<file path="config.mk">
export PLATFORM = sky130hd
export DESIGN_NAME = pwm_prescaler_period_calc
export DESIGN_NICKNAME = d
export VERILOG_FILES = /design/src/rtl/ppc_pkg.sv /design/src/rtl/pwm_prescaler_period_calc.sv /design/src/rtl/ppc_div.sv
export SDC_FILE = /design/constraint.sdc
export NUM_CORES = 2
export LEC_CHECK = 0
export BUFFER_PORTS_ARGS = -buffer_cell sky130_fd_sc_hd__clkbuf_2
export CORE_AREA = 5 5 390 679
export CTS_BUF_LIST = sky130_fd_sc_hd__clkbuf_4 sky130_fd_sc_hd__clkbuf_8
export DETAILED_ROUTE_END_ITERATION = 7
export DIE_AREA = 0 0 395 684
export GPL_ROUTABILITY_DRIVEN = 0
export GPL_TIMING_DRIVEN = 0
export SLEW_MARGIN = 20
export SYNTH_ARGS = -nofsm -noshare
export SYNTH_HDL_FRONTEND = slang
export SYNTH_SLANG_ARGS = --single-unit
</file>
<file path="constraint.sdc">
create_clock -name clk_i -period 20.8 [get_ports clk_i]
set_input_delay 4.16 -clock clk_i [delete_from_list [all_inputs] [get_ports clk_i]]
set_output_delay 4.16 -clock clk_i [all_outputs]
set_load 0.05 [all_outputs]
</file>
<file path="src/rtl/ppc_pkg.sv">
// Shared types, constants and divider table for the PWM prescaler and period calculator.
package ppc_pkg;

  // Field widths
  localparam int unsigned MOD_W      = 2;
  localparam int unsigned FREQ_W     = 27;
  localparam int unsigned DUTY_W     = 17;
  localparam int unsigned IDX_W      = 3;
  localparam int unsigned PERIOD_W   = 16;
  localparam int unsigned DPROD_W    = 11;
  localparam int unsigned THR_W      = 11;
  localparam int unsigned PROD_W     = DPROD_W + FREQ_W;
  localparam int unsigned DIVIDEND_W = 27;
  localparam int unsigned TRIAL_W    = DIVIDEND_W + PERIOD_W;
  localparam int unsigned CMP_W      = PERIOD_W + DUTY_W;

  // One quotient bit per divider stage
  localparam int unsigned DIV_STAGES = PERIOD_W;

  // Time base clock over the period
  localparam logic [DIVIDEND_W-1:0] DIVIDEND = 27'd100_000_000;

  // Q16 full duty
  localparam logic [DUTY_W-1:0] FULL_DUTY = 17'd65536;

  // Distinct divider products below the fallback, in ascending order
  localparam int unsigned NUM_HIT = 35;
  localparam int unsigned ENT_W   = 6;

  typedef enum logic [1:0] {
    ST_OK      = 2'd0,
    ST_DUTY    = 2'd1,
    ST_UNREACH = 2'd2
  } status_e;

  typedef struct packed {
    logic [DPROD_W-1:0] prod;
    logic [IDX_W-1:0]   clk_idx;
    logic [IDX_W-1:0]   fast_idx;
    logic [THR_W-1:0]   thresh;
  } div_entry_t;

  // Sideband that rides along with a beat through the pipeline
  typedef struct packed {
    logic [MOD_W-1:0]  module_sel;
    logic [DUTY_W-1:0] duty_a;
    logic [DUTY_W-1:0] duty_b;
    logic [IDX_W-1:0]  clk_idx;
    logic [IDX_W-1:0]  fast_idx;
    status_e           status;
  } ppc_side_t;

  typedef struct packed {
    logic [DIVIDEND_W-1:0] rem;
    logic [DIVIDEND_W-1:0] divisor;
    logic [PERIOD_W-1:0]   quot;
    ppc_side_t             side;
  } div_beat_t;

  // Product d, first pair in row order giving d, and the smallest frequency f
  // with d*f*655350 > 1e9 (that is d*f >= 1526). Anything past the list is
  // the fallback pair with d = 1792.
  function automatic div_entry_t div_entry(input logic [ENT_W-1:0] k);
    div_entry_t e;
    case (k)
      6'd0:    e = '{prod: 11'd1,    clk_idx: 3'd0, fast_idx: 3'd0, thresh: 11'd1526};
      6'd1:    e = '{prod: 11'd2,    clk_idx: 3'd0, fast_idx: 3'd1, thresh: 11'd763};
      6'd2:    e = '{prod: 11'd4,    clk_idx: 3'd0, fast_idx: 3'd2, thresh: 11'd382};
      6'd3:    e = '{prod: 11'd6,    clk_idx: 3'd0, fast_idx: 3'd3, thresh: 11'd255};
      6'd4:    e = '{prod: 11'd8,    clk_idx: 3'd0, fast_idx: 3'd4, thresh: 11'd191};
      6'd5:    e = '{prod: 11'd10,   clk_idx: 3'd0, fast_idx: 3'd5, thresh: 11'd153};
      6'd6:    e = '{prod: 11'd12,   clk_idx: 3'd0, fast_idx: 3'd6, thresh: 11'd128};
      6'd7:    e = '{prod: 11'd14,   clk_idx: 3'd0, fast_idx: 3'd7, thresh: 11'd109};
      6'd8:    e = '{prod: 11'd16,   clk_idx: 3'd1, fast_idx: 3'd4, thresh: 11'd96};
      6'd9:    e = '{prod: 11'd20,   clk_idx: 3'd1, fast_idx: 3'd5, thresh: 11'd77};
      6'd10:   e = '{prod: 11'd24,   clk_idx: 3'd1, fast_idx: 3'd6, thresh: 11'd64};
      6'd11:   e = '{prod: 11'd28,   clk_idx: 3'd1, fast_idx: 3'd7, thresh: 11'd55};
      6'd12:   e = '{prod: 11'd32,   clk_idx: 3'd2, fast_idx: 3'd4, thresh: 11'd48};
      6'd13:   e = '{prod: 11'd40,   clk_idx: 3'd2, fast_idx: 3'd5, thresh: 11'd39};
      6'd14:   e = '{prod: 11'd48,   clk_idx: 3'd2, fast_idx: 3'd6, thresh: 11'd32};
      6'd15:   e = '{prod: 11'd56,   clk_idx: 3'd2, fast_idx: 3'd7, thresh: 11'd28};
      6'd16:   e = '{prod: 11'd64,   clk_idx: 3'd3, fast_idx: 3'd4, thresh: 11'd24};
      6'd17:   e = '{prod: 11'd80,   clk_idx: 3'd3, fast_idx: 3'd5, thresh: 11'd20};
      6'd18:   e = '{prod: 11'd96,   clk_idx: 3'd3, fast_idx: 3'd6, thresh: 11'd16};
      6'd19:   e = '{prod: 11'd112,  clk_idx: 3'd3, fast_idx: 3'd7, thresh: 11'd14};
      6'd20:   e = '{prod: 11'd128,  clk_idx: 3'd4, fast_idx: 3'd4, thresh: 11'd12};
      6'd21:   e = '{prod: 11'd160,  clk_idx: 3'd4, fast_idx: 3'd5, thresh: 11'd10};
      6'd22:   e = '{prod: 11'd192,  clk_idx: 3'd4, fast_idx: 3'd6, thresh: 11'd8};
      6'd23:   e = '{prod: 11'd224,  clk_idx: 3'd4, fast_idx: 3'd7, thresh: 11'd7};
      6'd24:   e = '{prod: 11'd256,  clk_idx: 3'd5, fast_idx: 3'd4, thresh: 11'd6};
      6'd25:   e = '{prod: 11'd320,  clk_idx: 3'd5, fast_idx: 3'd5, thresh: 11'd5};
      6'd26:   e = '{prod: 11'd384,  clk_idx: 3'd5, fast_idx: 3'd6, thresh: 11'd4};
      6'd27:   e = '{prod: 11'd448,  clk_idx: 3'd5, fast_idx: 3'd7, thresh: 11'd4};
      6'd28:   e = '{prod: 11'd512,  clk_idx: 3'd6, fast_idx: 3'd4, thresh: 11'd3};
      6'd29:   e = '{prod: 11'd640,  clk_idx: 3'd6, fast_idx: 3'd5, thresh: 11'd3};
      6'd30:   e = '{prod: 11'd768,  clk_idx: 3'd6, fast_idx: 3'd6, thresh: 11'd2};
      6'd31:   e = '{prod: 11'd896,  clk_idx: 3'd6, fast_idx: 3'd7, thresh: 11'd2};
      6'd32:   e = '{prod: 11'd1024, clk_idx: 3'd7, fast_idx: 3'd4, thresh: 11'd2};
      6'd33:   e = '{prod: 11'd1280, clk_idx: 3'd7, fast_idx: 3'd5, thresh: 11'd2};
      6'd34:   e = '{prod: 11'd1536, clk_idx: 3'd7, fast_idx: 3'd6, thresh: 11'd1};
      default: e = '{prod: 11'd1792, clk_idx: 3'd7, fast_idx: 3'd7, thresh: 11'd0};
    endcase
    return e;
  endfunction

endpackage

</file>
<file path="src/rtl/pwm_prescaler_period_calc.sv">
// Pipeline: 4 front stages, 16 divider stages with one quotient bit each, and 1
// compare/output stage. Throughput: one beat per cycle while out_stall_i is low;
// every stage advances when empty or when its successor moves, so bubbles collapse
// and a waiting result blocks input only once every stage behind it holds a beat.
// Reset: rst_ni clears all valid bits asynchronously; payload registers are not reset.
// Each result depends only on its own input beat.
module pwm_prescaler_period_calc import ppc_pkg::*; (
  input  logic                clk_i,
  input  logic                rst_ni,
  input  logic                in_valid_i,
  output logic                in_stall_o,
  input  logic [MOD_W-1:0]    module_select_i,
  input  logic [FREQ_W-1:0]   frequency_hz_i,
  input  logic [DUTY_W-1:0]   duty_a_i,
  input  logic [DUTY_W-1:0]   duty_b_i,
  output logic                out_valid_o,
  input  logic                out_stall_i,
  output logic [1:0]          status_o,
  output logic [MOD_W-1:0]    module_echo_o,
  output logic [IDX_W-1:0]    clock_div_index_o,
  output logic [IDX_W-1:0]    fast_div_index_o,
  output logic [PERIOD_W-1:0] period_count_o,
  output logic [PERIOD_W-1:0] compare_a_o,
  output logic [PERIOD_W-1:0] compare_b_o
);

  // Stage enables and valids
  logic en1, en2, en3, en4, en_out;
  logic s1_v_q, s2_v_q, s3_v_q, s4_v_q, out_v_q;

  // Stage 1: threshold compares and input checks
  logic [NUM_HIT-1:0] hit_d, s1_hit_q;
  logic [FREQ_W-1:0]  s1_freq_q;
  ppc_side_t          side_d, s1_side_q;

  // Stage 2: divider pair selection
  logic [NUM_HIT:0]   onehot;
  div_entry_t         sel;
  ppc_side_t          s2_side_d, s2_side_q;
  logic [DPROD_W-1:0] s2_dprod_q;
  logic [FREQ_W-1:0]  s2_freq_q;

  // Stage 3: product d*f
  ppc_side_t          s3_side_q;
  logic [PROD_W-1:0]  s3_prod_q;

  // Stage 4: range check and divisor
  ppc_side_t             s4_side_d, s4_side_q;
  logic [DIVIDEND_W-1:0] s4_divisor_q;

  // Divider hookup
  div_beat_t div_in, div_out;
  logic      div_in_stall, div_out_v;

  // Output stage
  logic                ok;
  logic [CMP_W-1:0]    cmp_a_full, cmp_b_full;
  status_e             status_q;
  logic [MOD_W-1:0]    module_q;
  logic [IDX_W-1:0]    clk_idx_q, fast_idx_q;
  logic [PERIOD_W-1:0] period_q, cmp_a_q, cmp_b_q;

  // Handshake chain from the output back to the input
  assign en_out     = !out_v_q || !out_stall_i;
  assign en4        = !s4_v_q || !div_in_stall;
  assign en3        = !s3_v_q || en4;
  assign en2        = !s2_v_q || en3;
  assign en1        = !s1_v_q || en2;
  assign in_stall_o = !en1;

  always_ff @(posedge clk_i or negedge rst_ni) begin
    if (!rst_ni) begin
      s1_v_q  <= 1'b0;
      s2_v_q  <= 1'b0;
      s3_v_q  <= 1'b0;
      s4_v_q  <= 1'b0;
      out_v_q <= 1'b0;
    end else begin
      if (en1)    s1_v_q  <= in_valid_i;
      if (en2)    s2_v_q  <= s1_v_q;
      if (en3)    s3_v_q  <= s2_v_q;
      if (en4)    s4_v_q  <= s3_v_q;
      if (en_out) out_v_q <= div_out_v;
    end
  end

  // Compare frequency against every product threshold
  for (genvar k = 0; k < NUM_HIT; k++) begin : g_hit
    localparam div_entry_t Ent = div_entry(ENT_W'(k));
    assign hit_d[k] = frequency_hz_i >= FREQ_W'(Ent.thresh);
  end

  // Duty check first, then zero frequency
  always_comb begin
    side_d            = '0;
    side_d.module_sel = module_select_i;
    side_d.duty_a     = duty_a_i;
    side_d.duty_b     = duty_b_i;
    if (duty_a_i > FULL_DUTY || duty_b_i > FULL_DUTY) begin
      side_d.status = ST_DUTY;
    end else if (frequency_hz_i == '0) begin
      side_d.status = ST_UNREACH;
    end else begin
      side_d.status = ST_OK;
    end
  end

  always_ff @(posedge clk_i) begin
    if (en1) begin
      s1_hit_q  <= hit_d;
      s1_freq_q <= frequency_hz_i;
      s1_side_q <= side_d;
    end
  end

  // Hits form a thermometer; its lowest set bit is the smallest product that works
  always_comb begin
    onehot[0]       = s1_hit_q[0];
    for (int k = 1; k < NUM_HIT; k++) begin
      onehot[k] = s1_hit_q[k] && !s1_hit_q[k-1];
    end
    onehot[NUM_HIT] = !s1_hit_q[NUM_HIT-1];
  end

  always_comb begin
    sel = '0;
    for (int k = 0; k <= NUM_HIT; k++) begin
      if (onehot[k]) begin
        sel = div_entry_t'(sel | div_entry(ENT_W'(k)));
      end
    end
    s2_side_d          = s1_side_q;
    s2_side_d.clk_idx  = sel.clk_idx;
    s2_side_d.fast_idx = sel.fast_idx;
  end

  always_ff @(posedge clk_i) begin
    if (en2) begin
      s2_side_q  <= s2_side_d;
      s2_dprod_q <= sel.prod;
      s2_freq_q  <= s1_freq_q;
    end
  end

  // Multiply divider product by frequency
  always_ff @(posedge clk_i) begin
    if (en3) begin
      s3_side_q <= s2_side_q;
      s3_prod_q <= PROD_W'(s2_dprod_q) * PROD_W'(s2_freq_q);
    end
  end

  // Flag a product above the dividend as unreachable (period of zero)
  always_comb begin
    s4_side_d = s3_side_q;
    if (s3_side_q.status == ST_OK && s3_prod_q > PROD_W'(DIVIDEND)) begin
      s4_side_d.status = ST_UNREACH;
    end
  end

  always_ff @(posedge clk_i) begin
    if (en4) begin
      s4_side_q    <= s4_side_d;
      s4_divisor_q <= s3_prod_q[DIVIDEND_W-1:0];
    end
  end

  assign div_in = '{rem: DIVIDEND, divisor: s4_divisor_q, quot: '0, side: s4_side_q};

  ppc_div u_div (
    .clk_i       (clk_i),
    .rst_ni      (rst_ni),
    .in_valid_i  (s4_v_q),
    .in_stall_o  (div_in_stall),
    .in_beat_i   (div_in),
    .out_valid_o (div_out_v),
    .out_stall_i (!en_out),
    .out_beat_o  (div_out)
  );

  // Compare values and zeroing of failed results
  assign ok         = div_out.side.status == ST_OK;
  assign cmp_a_full = CMP_W'(div_out.quot) * CMP_W'(div_out.side.duty_a);
  assign cmp_b_full = CMP_W'(div_out.quot) * CMP_W'(div_out.side.duty_b);

  always_ff @(posedge clk_i) begin
    if (en_out) begin
      status_q   <= div_out.side.status;
      module_q   <= div_out.side.module_sel;
      clk_idx_q  <= ok ? div_out.side.clk_idx : '0;
      fast_idx_q <= ok ? div_out.side.fast_idx : '0;
      period_q   <= ok ? div_out.quot : '0;
      cmp_a_q    <= ok ? cmp_a_full[PERIOD_W +: PERIOD_W] : '0;
      cmp_b_q    <= ok ? cmp_b_full[PERIOD_W +: PERIOD_W] : '0;
    end
  end

  assign out_valid_o       = out_v_q;
  assign status_o          = status_q;
  assign module_echo_o     = module_q;
  assign clock_div_index_o = clk_idx_q;
  assign fast_div_index_o  = fast_idx_q;
  assign period_count_o    = period_q;
  assign compare_a_o       = cmp_a_q;
  assign compare_b_o       = cmp_b_q;

`ifndef ASSERT_OFF
  // A failed result carries no settings
  a_fail_zero: assert property (@(posedge clk_i) disable iff (!rst_ni)
    (out_valid_o && status_o != ST_OK) |->
      (clock_div_index_o == '0 && fast_div_index_o == '0 && period_count_o == '0
       && compare_a_o == '0 && compare_b_o == '0))
    else $error("failed result carries nonzero settings");

  // A good result has a nonzero period and compares within it
  a_ok_bounds: assert property (@(posedge clk_i) disable iff (!rst_ni)
    (out_valid_o && status_o == ST_OK) |->
      (period_count_o != '0 && compare_a_o <= period_count_o
       && compare_b_o <= period_count_o))
    else $error("good result with zero period or compare past period");

  // Input is never throttled while the output side takes beats
  a_no_bubble_stall: assert property (@(posedge clk_i) disable iff (!rst_ni)
    !out_stall_i |-> !in_stall_o)
    else $error("input stalled while output is free");
`endif

endmodule

</file>
<file path="src/rtl/ppc_div.sv">
// Pipelined restoring divider: one quotient bit per stage, sideband carried along.
module ppc_div import ppc_pkg::*; (
  input  logic      clk_i,
  input  logic      rst_ni,
  input  logic      in_valid_i,
  output logic      in_stall_o,
  input  div_beat_t in_beat_i,
  output logic      out_valid_o,
  input  logic      out_stall_i,
  output div_beat_t out_beat_o
);

  div_beat_t              st_q  [DIV_STAGES];
  div_beat_t              chain [DIV_STAGES+1];
  div_beat_t              nxt   [DIV_STAGES];
  logic [TRIAL_W-1:0]     trial [DIV_STAGES];
  logic [DIV_STAGES-1:0]  take;
  logic [DIV_STAGES-1:0]  v_q;
  logic [DIV_STAGES:0]    vchain;
  logic [DIV_STAGES:0]    en;

  // Link stage outputs into the next stage inputs
  assign chain[0] = in_beat_i;
  assign vchain   = {v_q, in_valid_i};
  assign en[DIV_STAGES] = !out_stall_i;

  for (genvar j = 0; j < DIV_STAGES; j++) begin : g_link
    assign chain[j+1] = st_q[j];
    // Advance a stage when it is empty or its successor moves
    assign en[j] = !v_q[j] || en[j+1];
  end

  // Try to subtract the shifted divisor, set the quotient bit on success
  always_comb begin
    for (int j = 0; j < DIV_STAGES; j++) begin
      trial[j] = TRIAL_W'(chain[j].divisor) << (DIV_STAGES - 1 - j);
      take[j]  = TRIAL_W'(chain[j].rem) >= trial[j];
      nxt[j]   = chain[j];
      if (take[j]) begin
        nxt[j].rem = chain[j].rem - trial[j][DIVIDEND_W-1:0];
        nxt[j].quot[DIV_STAGES-1-j] = 1'b1;
      end
    end
  end

  // Valid bits
  always_ff @(posedge clk_i or negedge rst_ni) begin
    if (!rst_ni) begin
      v_q <= '0;
    end else begin
      for (int j = 0; j < DIV_STAGES; j++) begin
        if (en[j]) begin
          v_q[j] <= vchain[j];
        end
      end
    end
  end

  // Stage payload
  always_ff @(posedge clk_i) begin
    for (int j = 0; j < DIV_STAGES; j++) begin
      if (en[j]) begin
        st_q[j] <= nxt[j];
      end
    end
  end

  assign in_stall_o  = !en[0];
  assign out_valid_o = v_q[DIV_STAGES-1];
  assign out_beat_o  = chain[DIV_STAGES];

`ifndef ASSERT_OFF
  // Quotient and remainder always rebuild the dividend
  a_div_identity: assert property (@(posedge clk_i) disable iff (!rst_ni)
    out_valid_o |-> (TRIAL_W'(out_beat_o.quot) * TRIAL_W'(out_beat_o.divisor)
                     + TRIAL_W'(out_beat_o.rem) == TRIAL_W'(DIVIDEND)))
    else $error("divider quotient and remainder do not rebuild the dividend");

  // Remainder is reduced whenever the quotient fits
  a_div_rem_bound: assert property (@(posedge clk_i) disable iff (!rst_ni)
    (out_valid_o && (out_beat_o.divisor != '0)
     && ((TRIAL_W'(out_beat_o.divisor) << PERIOD_W) > TRIAL_W'(DIVIDEND)))
    |-> (out_beat_o.rem < out_beat_o.divisor))
    else $error("divider remainder not below divisor");

  // Pipeline never throttles while the output side moves
  a_div_no_bubble_stall: assert property (@(posedge clk_i) disable iff (!rst_ni)
    !out_stall_i |-> !in_stall_o)
    else $error("divider stalls input while output is free");
`endif

endmodule

</file>
==> results by group <==
Outcome
  – Status: complete, but fails checks
  – Failing checks: design-rule violations

Logic synthesis
  – Asr flop ratio synth: 0.01083
  – Post-Synthesis Cell Area: 102900 um2
  – Unique cell type count in the Yosys netlist: between 90 and 100
  – Mapped Cells: 7768
  – #FFs+latches synth: 1939
  – Post-synth top flop: edfxtp_1
  – Post-synth EDFFs: between 1500 and 2000
  – Post-synthesis sequential area ratio: 0.5650
  – Syn. warnings: 0
  – Syn_area_per_cell: roughly 13 um2
  – Syn nets: 9050

Min path
  – Hold Crit Endpoint: u_div.st_q[13][59]
  – Hold path depth: 0
  – Hold_sp: u_div.st_q[12][59]
  – Hold crit path type: reg2reg

Timing
  – Final worst path period share: 0.6454
  – Post-Route Setup TNS: 0 ns
  – Tmin final: approximately 13 ns
  – Worst slew margin: 0.3349
  – Final Max Slew Viols: 0
  – Final hold violation count: 0
  – Layout Skew: between 0.08 and 0.09 ns
  – Final setup vio count: 0
  – Worst-margin pin slew: 0.9939 ns
  – RSZ-0062 raised after global routing: false
  – Peak Freq: 74.49 MHz

Clock tree
  – CTS Hold Bufs: 0
  – Number of buffers added for setup after CTS: 0
  – Cts repair resizes: 0
  – Root Driver: clkbuf_8
  – H-tree levels: 5
  – CTS Buf Count: 290
  – TritonCTS Sinks: about 1900
  – CTS tree: built
  – CTS max path bufs: 4
  – Clock latency on the worst-skew pair: just over 0.9 ns
  – CTS clk-pin slew, worst paths: 0.06 ns

Drt
  – Vias per cell: approximately 5
  – Antenna viol nets, final: 0
  – Iter 0 DRT Violations: ~2600
  – Wirelength per Cell: around 20 um
  – WL final: 233000 um
  – DRT Pass-1 Iters: 8
  – Via count: around 59000
  – DRC: 1

Place
  – Placed Instances: between 10000 and 15000
  – Port buffer count: 126
  – Post-DP HPWL: around 180000 um

Die
  – IO Count: between 100 and 150
  – Row cnt: around 250
  – Die H: ~680 um
  – Overall die width: between 300 and 400 um
  – DIE AREA: about 270000 um2
  – Initial Utilization: 0.3982
  – Core area: approximately 260000 um2

GRT
  – Number of global-route vias before repair: approximately 66000
  – Gr ovfl total: 0
  – First-pass GRT wire length: 361200 um
  – Initial antenna violation count: 6
  – Maximum number of pins on one net before global-route repair: 63
  – Total Routing Usage GR: 0.1719

Critical path
  – Required @ worst endpoint: roughly 17 ns
  – Crit-path cells: clkbuf_2 -> and3_1 -> inv_4 -> nor2_1 -> and2_1 -> inv_6 -> nor4_2 -> nand3_4 -> nor2_1 -> nand2_4 -> buf_16 -> inv_1 -> clkbuf_2
  – Max incr delay on CP: between 0.8 and 0.9 ns
  – CP max-delay cell: nor4_2
  – Critical Path AT: 9.26 ns
  – Critical Path Sink Type: primary output
  – Startpoint types: primary input
  – Worst reg2reg endpoint: compare_a_o[14]
  – Worst reg2reg path depth: 24
  – FF-to-FF setup slack: between 10 and 15 ns
  – Crit path kind: in2out
  – RR Startpoint: u_div.st_q[15][52]
  – Crit Path Max Fanout: 59

Flow run
  – Max_cap viols: 0

Final layout
  – Syn-to-layout area delta: 11.29%
  – Share of cells above drive strength 1: 0.1033
  – Final-stage net count: between 9000 and 10000
  – Non-Filler Instances: 11800
==> logic make-up (layout without fill, tap and decap cells) <==
group                    Yosys count  after routing  synth area share
AND/OR/NAND/NOR                 1902           1902           0.08990
XOR/XNOR                         251            251           0.02137
buffers and inverters           1343           2004           0.04961
flip-flops                      1939           1939            0.5650
AO/OA/AOI/OAI                    939            939           0.05897
multiplexers                     179            179           0.01992
other                              0              5                 0
adder cells (fa/ha/maj)         1215           1215            0.1952
==> critical path, delay by kind of cell <==
family	cells	cell delay, ns
buf+inv	6	1.32
simple gates	7	3.68
==> cell usage after synthesis, types with 62 or more instances <==
library cell / instances / share of area
xor2_1: 76 / 0.0065
fa_1: 650 / 0.13
nand2_1: 770 / 0.028
o21a_1: 62 / 0.0045
ha_1: 565 / 0.069
inv_1: 1147 / 0.042
a21oi_1: 228 / 0.011
and2_1: 389 / 0.024
nor3_1: 75 / 0.0036
a21o_1: 99 / 0.0072
o21ai_0: 232 / 0.011
xnor2_1: 175 / 0.015
clkbuf_1: 174 / 0.0063
nor2_1: 260 / 0.0095
mux2_2: 138 / 0.015
edfxtp_1: 1918 / 0.56
==> layer usage <==
layer / routed length, um / share of wire / global-route usage
met1: 72180 / 0.31 / 0.1523
met3: 8525 / 0.037 / 0.02406
met4: 20360 / 0.087 / 0.1285
met5: 0 / 0 / 0
met2: 131900 / 0.57 / 0.3429
==> state kept, by name, summed over array words and instances (netlist names), 16 cells and up <==
| register | flops |
|---|---|
| div_in | 44 |
| s3_prod_q | 38 |
| compare_a_o | 16 |
| s2_freq_q | 27 |
| s1_side_q | 38 |
| period_count_o | 16 |
| s1_hit_q | 30 |
| u_div.v_q | 16 |
| compare_b_o | 16 |
| s2_side_q | 44 |
| u_div.st_q | 1530 |
| s3_side_q | 44 |
| s1_freq_q | 27 |
| s4_divisor_q | 27 |
==> cells in the final DEF (no fill, tap or decap), types with 99 or more instances in the layout <==
| master | count |
|---|---|
| a21o_1 | 99 |
| a21oi_1 | 228 |
| and2_1 | 389 |
| clkbuf_1 | 172 |
| clkbuf_2 | 128 |
| clkbuf_8 | 304 |
| edfxtp_1 | 1918 |
| fa_1 | 650 |
| ha_1 | 565 |
| inv_1 | 1140 |
| mux2_2 | 138 |
| nand2_1 | 762 |
| nor2_1 | 260 |
| o21ai_0 | 232 |
| xnor2_1 | 175 |
==> cell type report <==
class	instances	area [um2]
Fill cell	23250	143900
Sequential cell	1939	58120
Multi-Input combinational cell	4486	39780
Clock buffer	380	4755
Inverter	1149	4338
Tap cell	3361	4205
Timing Repair Buffer	159	1409
Clock inverter	122	1077
Buffer	194	793.3
Antenna cell	5	12.51
==> metrics by stage <==
| step | hold slack (ns) | util | setup WS [ns] | instance area (um2) |
|---|---|---|---|---|
| floorplan | 0.4003 | - | 2.991 | 102900 |
| global placement | 0.4002 | 0.4169 | -1.152 | 107700 |
| detailed placement | 0.4045 | 0.4205 | 7.234 | 108600 |
| CTS | 0.3388 | 0.4431 | 7.209 | 114500 |
| global route | 0.3589 | 0.4431 | 6.993 | 114500 |
| finish | 0.3659 | 0.4431 | 7.376 | 114500 |
==> how the worst max path moves through the flow <==
stage	startpoint	end	slack [ns]
floorplan	out_stall_i	in_stall_o	2.99
global route	out_stall_i	in_stall_o	6.99
detailed placement	out_stall_i	in_stall_o	7.23
global placement	out_stall_i	in_stall_o	-1.15
finish	out_stall_i	in_stall_o	7.38
CTS	out_stall_i	in_stall_o	7.21
Power is left out: the tool's default activity adds up to more than one toggle a clock period on the data nets, which glitch-free logic cannot reach.
